File: src/rtl/stable_priority_queue_top_assert.svh
// Assertion macros shared by the stable priority queue RTL.
`ifndef STABLE_PRIORITY_QUEUE_TOP_ASSERT_SVH
`define STABLE_PRIORITY_QUEUE_TOP_ASSERT_SVH

// Same-cycle implication, sampled on clk and disabled during reset.
`define SPQ_ASSERT_NOW(lbl, ante, cons, msg) \
	lbl: assert property (@(posedge clk) disable iff (!arst_n) (ante) |-> (cons)) \
		else $error(msg);

// Next-cycle implication, sampled on clk and disabled during reset.
`define SPQ_ASSERT_NEXT(lbl, ante, cons, msg) \
	lbl: assert property (@(posedge clk) disable iff (!arst_n) (ante) |=> (cons)) \
		else $error(msg);

`endif

File: src/rtl/spq_pkg.sv
// Package with shared types, codes and helpers of the stable priority queue.
package spq_pkg;

	localparam int DEPTH_DEF = 64;

	localparam logic CMD_INSERT = 1'b0;
	localparam logic CMD_SERVE  = 1'b1;

	typedef enum logic [1:0] {
		STAT_SERVED   = 2'd0,
		STAT_INSERTED = 2'd1,
		STAT_FULL     = 2'd2,
		STAT_EMPTY    = 2'd3
	} status_t;

	typedef struct packed {
		logic [15:0] tag;
		logic [7:0]  sev;
		logic [15:0] seq;
	} entry_t;

	typedef struct packed {
		logic   have;
		entry_t ent;
	} wave_t;

	typedef struct packed {
		logic ins;
		logic shf;
	} cell_ctrl_t;

	function automatic logic goes_before(entry_t x, entry_t y);
		logic [15:0] diff;
		diff = x.seq - y.seq;
		if (x.sev != y.sev) begin
			return x.sev > y.sev;
		end
		return diff[15];
	endfunction

endpackage

File: src/rtl/spq_cell.sv
// One queue cell: holds one entry and passes the search wave to its neighbor.
module spq_cell #(
	parameter int DEPTH = spq_pkg::DEPTH_DEF,
	parameter int IDX   = 0,
	localparam int IW   = $clog2(DEPTH),
	localparam int CW   = $clog2(DEPTH + 1)
) (
	input  logic                clk,
	input  logic                arst_n,
	input  spq_pkg::cell_ctrl_t ctrl,
	input  logic [CW-1:0]       cnt,
	input  logic [IW-1:0]       sel,
	input  spq_pkg::entry_t     new_ent,
	input  spq_pkg::entry_t     right_ent,
	input  logic                wv_valid_in,
	input  spq_pkg::wave_t      wv_in,
	input  logic [IW-1:0]       wv_idx_in,
	output spq_pkg::entry_t     ent,
	output logic                wv_valid_out,
	output spq_pkg::wave_t      wv_out,
	output logic [IW-1:0]       wv_idx_out
);
	import spq_pkg::*;

	localparam logic [CW-1:0] MY_POS = CW'(IDX);
	localparam logic [IW-1:0] MY_IDX = IW'(IDX);

	entry_t        ent_q;
	logic          wv_valid_q;
	wave_t         wv_q;
	logic [IW-1:0] wv_idx_q;
	logic          live;
	logic          take;

	assign live = MY_POS < cnt;
	assign take = live && (!wv_in.have || goes_before(ent_q, wv_in.ent));

	always_ff @(posedge clk) begin
		if (ctrl.ins && cnt == MY_POS) begin
			ent_q <= new_ent;
		end else if (ctrl.shf && MY_IDX >= sel) begin
			ent_q <= right_ent;
		end
		if (take) begin
			wv_q.have <= 1'b1;
			wv_q.ent  <= ent_q;
			wv_idx_q  <= MY_IDX;
		end else begin
			wv_q     <= wv_in;
			wv_idx_q <= wv_idx_in;
		end
	end

	always_ff @(posedge clk or negedge arst_n) begin
		if (!arst_n) begin
			wv_valid_q <= 1'b0;
		end else begin
			wv_valid_q <= wv_valid_in;
		end
	end

	assign ent          = ent_q;
	assign wv_valid_out = wv_valid_q;
	assign wv_out       = wv_q;
	assign wv_idx_out   = wv_idx_q;

endmodule
File: config.mk
export PLATFORM = sky130hd
export DESIGN_NAME = spq_cell
export DESIGN_NICKNAME = d
export VERILOG_FILES = /design/src/rtl/stable_priority_queue_top_assert.svh /design/src/rtl/spq_pkg.sv /design/src/rtl/spq_cell.sv
export SDC_FILE = /design/constraint.sdc
export NUM_CORES = 1
export LEC_CHECK = 0
export ABC_AREA = 1
export BUFFER_PORTS_ARGS = -buffer_cell sky130_fd_sc_hd__buf_2
export CAP_MARGIN = 20
export CORE_MARGIN = 4
export CORE_UTILIZATION = 42
export CTS_BUF_LIST = sky130_fd_sc_hd__clkbuf_2 sky130_fd_sc_hd__clkbuf_4 sky130_fd_sc_hd__clkbuf_8
export DETAILED_ROUTE_END_ITERATION = 12
export PLACE_DENSITY = 0.89
export REMOVE_ABC_BUFFERS = 1
export SETUP_SLACK_MARGIN = 0.3
export SLEW_MARGIN = 20
export SYNTH_ARGS = -nofsm -noshare
export SYNTH_HDL_FRONTEND = slang
export SYNTH_SLANG_ARGS = --single-unit
File: constraint.sdc
create_clock -name clk -period 2 [get_ports clk]
set_clock_uncertainty 0.1 [all_clocks]
set_input_delay 0.2 -clock clk [delete_from_list [all_inputs] [get_ports clk]]
set_output_delay 0.2 -clock clk [all_outputs]
set_load 0.02 [all_outputs]
## Yosys cells after proc, flatten, opt, wreduce, memory -nomap -nowiden

Cells that the tools add are included.

- Add/sub/neg operators: 1
- $lt $le $gt $ge: 3
- Eq/ne operators: 1
- Multiplexer cells: 6
- Reduce and logical (&&, ||, !) cells: 7

Operator list:

| operator | count |
|---|---|
| 2-to-1 mux 40 bit | 3 |
| subtractor 16 bit | 1 |
| greater-than comparator 8 bit | 1 |
| inequality test 8 bit | 1 |
| zero test 7 bit | 1 |
| < comparator 1 x 7 -> 1 bit, first input constant | 1 |
| greater-or-equal comparator 1 x 6 -> 1 bit, first input constant | 1 |
| logical AND 1 bit | 3 |
| 2-to-1 mux 1 bit | 3 |
| nonzero test 2 bit | 1 |
| zero test 1 bit | 1 |
| logical OR 1 bit | 1 |

- Flip-flop bits (word level): 88
- Output and inout bits: 88

## Logic depth before layout (Yosys ltp)

- Depth after elaboration: 6
- Mapped depth: 17
- Gate-level depth less buffers: 16

## Least setup slack after synthesis

No wires, ideal clock.

- Path type: in2reg
- Start point: input port cnt[0]
- End point: register, netlist name ent[0]
- Arrival time: 1.748 ns
- Slack: -0.246 ns
- Stages: 6
- Path buffers: 1
- Path through: nor2_1 nand2_1 nor4_4 nand2_1 buf_2 nand2_1

- Cells in the longest elaborated chain, start to end: 3

RTL lines:

| what | RTL line | source |
|---|---|---|
| from (decl) | spq_cell.sv:11 | `input logic [CW-1:0] cnt,` |
| zero test 7 bit | spq_cell.sv:39 | `if (ctrl.ins && cnt == MY_POS) begin` |
| logical AND 1 bit | spq_cell.sv:39 |  |
| nonzero test 2 bit (no line) | - |  |

No other way between the ends.
A chain may end at the register's enable or synchronous reset.

## Worst setup path after layout

- Start point: register, netlist name ent[11]
- End point: register wv_q, in the netlist wv_out[28]

- Cells in the longest elaborated chain, start to end: 5

RTL lines:

| what | RTL line | source |
|---|---|---|
| subtractor 16 bit | spq_pkg.sv:34 | `diff = x.seq - y.seq;` |
| 2-to-1 mux 1 bit | spq_pkg.sv:38 | `return diff[15];` |
| logical OR 1 bit | spq_cell.sv:36 | `assign take = live && (!wv_in.have \|\| goes_before(ent_q, wv_in.ent));` |
| logical AND 1 bit | spq_cell.sv:36 |  |
| 2-to-1 mux 40 bit | spq_cell.sv:44 | `if (take) begin` |
| to (signal assigned) | spq_cell.sv:49 | `wv_q <= wv_in;` |
| to (decl) | spq_cell.sv:30 | `wave_t wv_q;` |

No other way between the ends.

==> results.cfg <==
[final_layout]
multi_input_area_um2 = 2050
area_growth_pct = 59.2
finish.utilization = 0.691
finalNetCount = 876
fillers = 723
drive_above_1_share = 0.584
seqCellArea_um2 = 2170
antenna_cells = 0

[synth]
synth_top_family_by_area = simple AND/OR/NAND/NOR gates
yosys.area_share.simple = 0.225
async_flop_share = 0.0114
yosysTopAreaCell = edfxtp_1
synth.top_cell.area_share = 0.282
synthMuxAreaShare = 0.106
synthTopCellsByCount = 118 x nand2_1, 47 x dfxtp_1, 41 x nand3_2, 40 x edfxtp_1, 37 x inv_1
synth_cells = 399
synth.distinct_cells = 24
yosys-top-cells-area = edfxtp_1 28%, dfxtp_1 22%, nand2_1 10%
yosysMostFrequentCell = nand2_1
synth_area_um2 = 4260
synth_ff_type = dfxtp_1
synth_edf_count = 40
synth_compound_gate_area_share = 0.0211
syn_area_per_cell_um2 = 10.7
synth_xor_area_frac = 0.00206
synth_fa_ha_area_frac = 0.0646
yosysWarnings = 0
ys_ff_latch = 88
ys_seq_area_frac = 0.509

[clock_network]
clkTransAtPathRegs_ns = 0.09
clock_path_buffers = 2
cts_tree = built
clock_latency_ns = 0.35
cts.htree.levels = 3
numClockSinks = 88
cts_root_buffer = clkbuf_8
cts_made_buffers = 9

[detailed_routing]
num_vias = 4089
drc = 0
drt-pass1-iter-count = 4
vias_per_cell = 4.83
ant_nets = 0
routed_wl_mm = 14.0
wire_per_inst_um = 16.5
dr.first_iter.drc_count = 121

[worst_setup_path]
r2r_end = wv_out[28]
critical_path_required_ns = 2.15
start_kind = flip-flop
rr_startpoint = ent[11]
crit_chain = ha_1 -> nand2_4 -> nor2_4 -> nand2_2 -> nor2_2 -> nand2_2 -> nand3_2 -> nand3_2 -> nand2_4 -> nand2_8 -> clkbuf_16 -> nand2_1 -> nand2_1
max_stage_delay_ns = 0.41
critPathKind = flip-flop to flip-flop
end_kind = flip-flop
cp_slowest_cell = edfxtp_1
ff2ff_setup_slack_ns = -0.13
crit_arrival_ns = 2.28
reg2reg_depth = 13
path_max_fanout = 7

[floorplan]
fp-row-count = 36
die-width_um = 109
fp.dieH_um = 109
core_area_um2 = 9820
initial_core_util = 0.434
boundaryPins = 233
dieArea_um2 = 11800

[global_routing]
gr-total-overflow = 0
first_global_vias = 4328
antenna_found_initial = 0
grt_usage = 0.219
grt_pass1_wl_mm = 20.0
grt_max_degree = 26

[placed_design]
portBuffers = 232
place_congestion = 0.769
hpwlAfterDp_mm = 9.51

[power_and_ir_drop]
p_leak_uw = 0.00342
power_per_cell_area_nw_per_um2 = 607
peakVddDrop_v = 0.000344

[sta]
setup_viol = 46
finalWorstSetupSlack_ns = -0.127
worst_slew_pin_slew_ns = 0.417
post-route-min-period_ns = 2.13
period_share = 1.06
drv_slew = 0
fin_hold_ws_ns = 0.0314
relSlewSlack = 0.722
clock.fmax_mhz = 470
rsz0062_at_grt = yes
hold_viol_final = 0

[hold_path]
holdPathStages = 2
worstHoldPathType = input port to flip-flop
hold_end = ent[33]
hold_path.startpoint = new_ent[33]

[run_status]
status = finished with violations
violations = negative setup slack

[flow_run]
drv_cap = 0
==> timing repair <==
action                                  in CTS  in global routing
gates cloned                                 0                  4
resized for setup                           12                 58
hold endpoints to repair                    49                  1
setup buffers                                0                  1
endpoints found under the setup margin      46                 46
pin swaps                                    1                 24
hold buffers                                48                  1
==> worst max-delay path, delay by kind of cell, from the launching register on <==
kind	cells	cell delay [ns]
adders and majority gates	1	0.35
DFF	1	0.41
and+or+nand+nor	11	0.98
buffers and inverters	1	0.18
==> per-stage QoR <==
stage / cell area, um2 / cells / TNS (ns) / power, uW / setup slack [ns]
floorplan: 4090 / 381 / -91.72 / 2310 / -1.07
global placement: 5700 / 777 / -0.861 / 2590 / -0.0560
detailed placement: 5700 / 777 / -3.89 / 2610 / -0.158
CTS: 6460 / 841 / -1.21 / 4060 / -0.0525
global route: 6780 / 847 / -10.36 / 4300 / -0.258
finish: 6780 / 847 / -4.39 / 4120 / -0.127
==> cell type report <==
| cell class | instances | share of cell area |
|---|---|---|
| flip-flops and latches | 88 | 0.319 |
| repair buffers | 317 | 0.301 |
| clock inverters | 7 | 0.0142 |
| multi-input cells | 256 | 0.302 |
| well taps | 133 | 0.0245 |
| clock buffers | 9 | 0.0183 |
| inverters | 37 | 0.0205 |
==> logic make-up (layout without fill, tap and decap cells) <==
| family | Yosys count | count (layout) |
|---|---|---|
| and+or+nand+nor | 178 | 178 |
| AOI/OAI and AO/OA | 15 | 15 |
| adders and majority gates | 22 | 22 |
| buffers and inverters | 55 | 370 |
| xor gates and xnor gates | 1 | 1 |
| DFF | 88 | 88 |
| muxes | 40 | 40 |
==> registers in the layout (all words and copies together) (netlist names) <==
name          count
wv_out           41
ent              40
wv_idx_out        6
wv_valid_out      1
==> per-layer routing <==
metal  share of wire  track usage
met1            0.36        0.229
met2            0.54        0.408
met3           0.069       0.0533
met4           0.035        0.106
met5               0            0
==> report_power, final <==
part	switching, uW	internal, uW	total (uW)	leakage [uW]
combinational	394	379	773	0.00255
sequential	23.4	1950	1980	0.000767
clock	666	704	1370	0.000101
total	1080	3030	4120	0.00342
==> how the worst max path moves through the flow <==
stage                 start       endpoint  slack, ns  cells after the start
floorplan           ent[14]      wv_out[0]      -1.07                     12
global placement    ent[14]  wv_idx_out[4]      -0.06                     11
detailed placement  ent[14]  wv_idx_out[1]      -0.16                     11
CTS                 ent[13]     wv_out[38]      -0.05                     13
global route        ent[11]     wv_out[28]      -0.26                     14
finish              ent[11]     wv_out[28]      -0.13                     13
==> cells in the final DEF (no fill, tap or decap), types with 16 or more instances in the layout <==
cell           netlist  final
buf_2                8    232
nand2_1            118     81
dlygate4sd3_1        0     49
dfxtp_1             47     47
nand3_2             41     43
edfxtp_1            40     40
inv_1               37     36
mux2_2              33     33
nand2_2              2     31
buf_4                4     26
ha_1                22     16
Power figures use the tool's default switching activity.
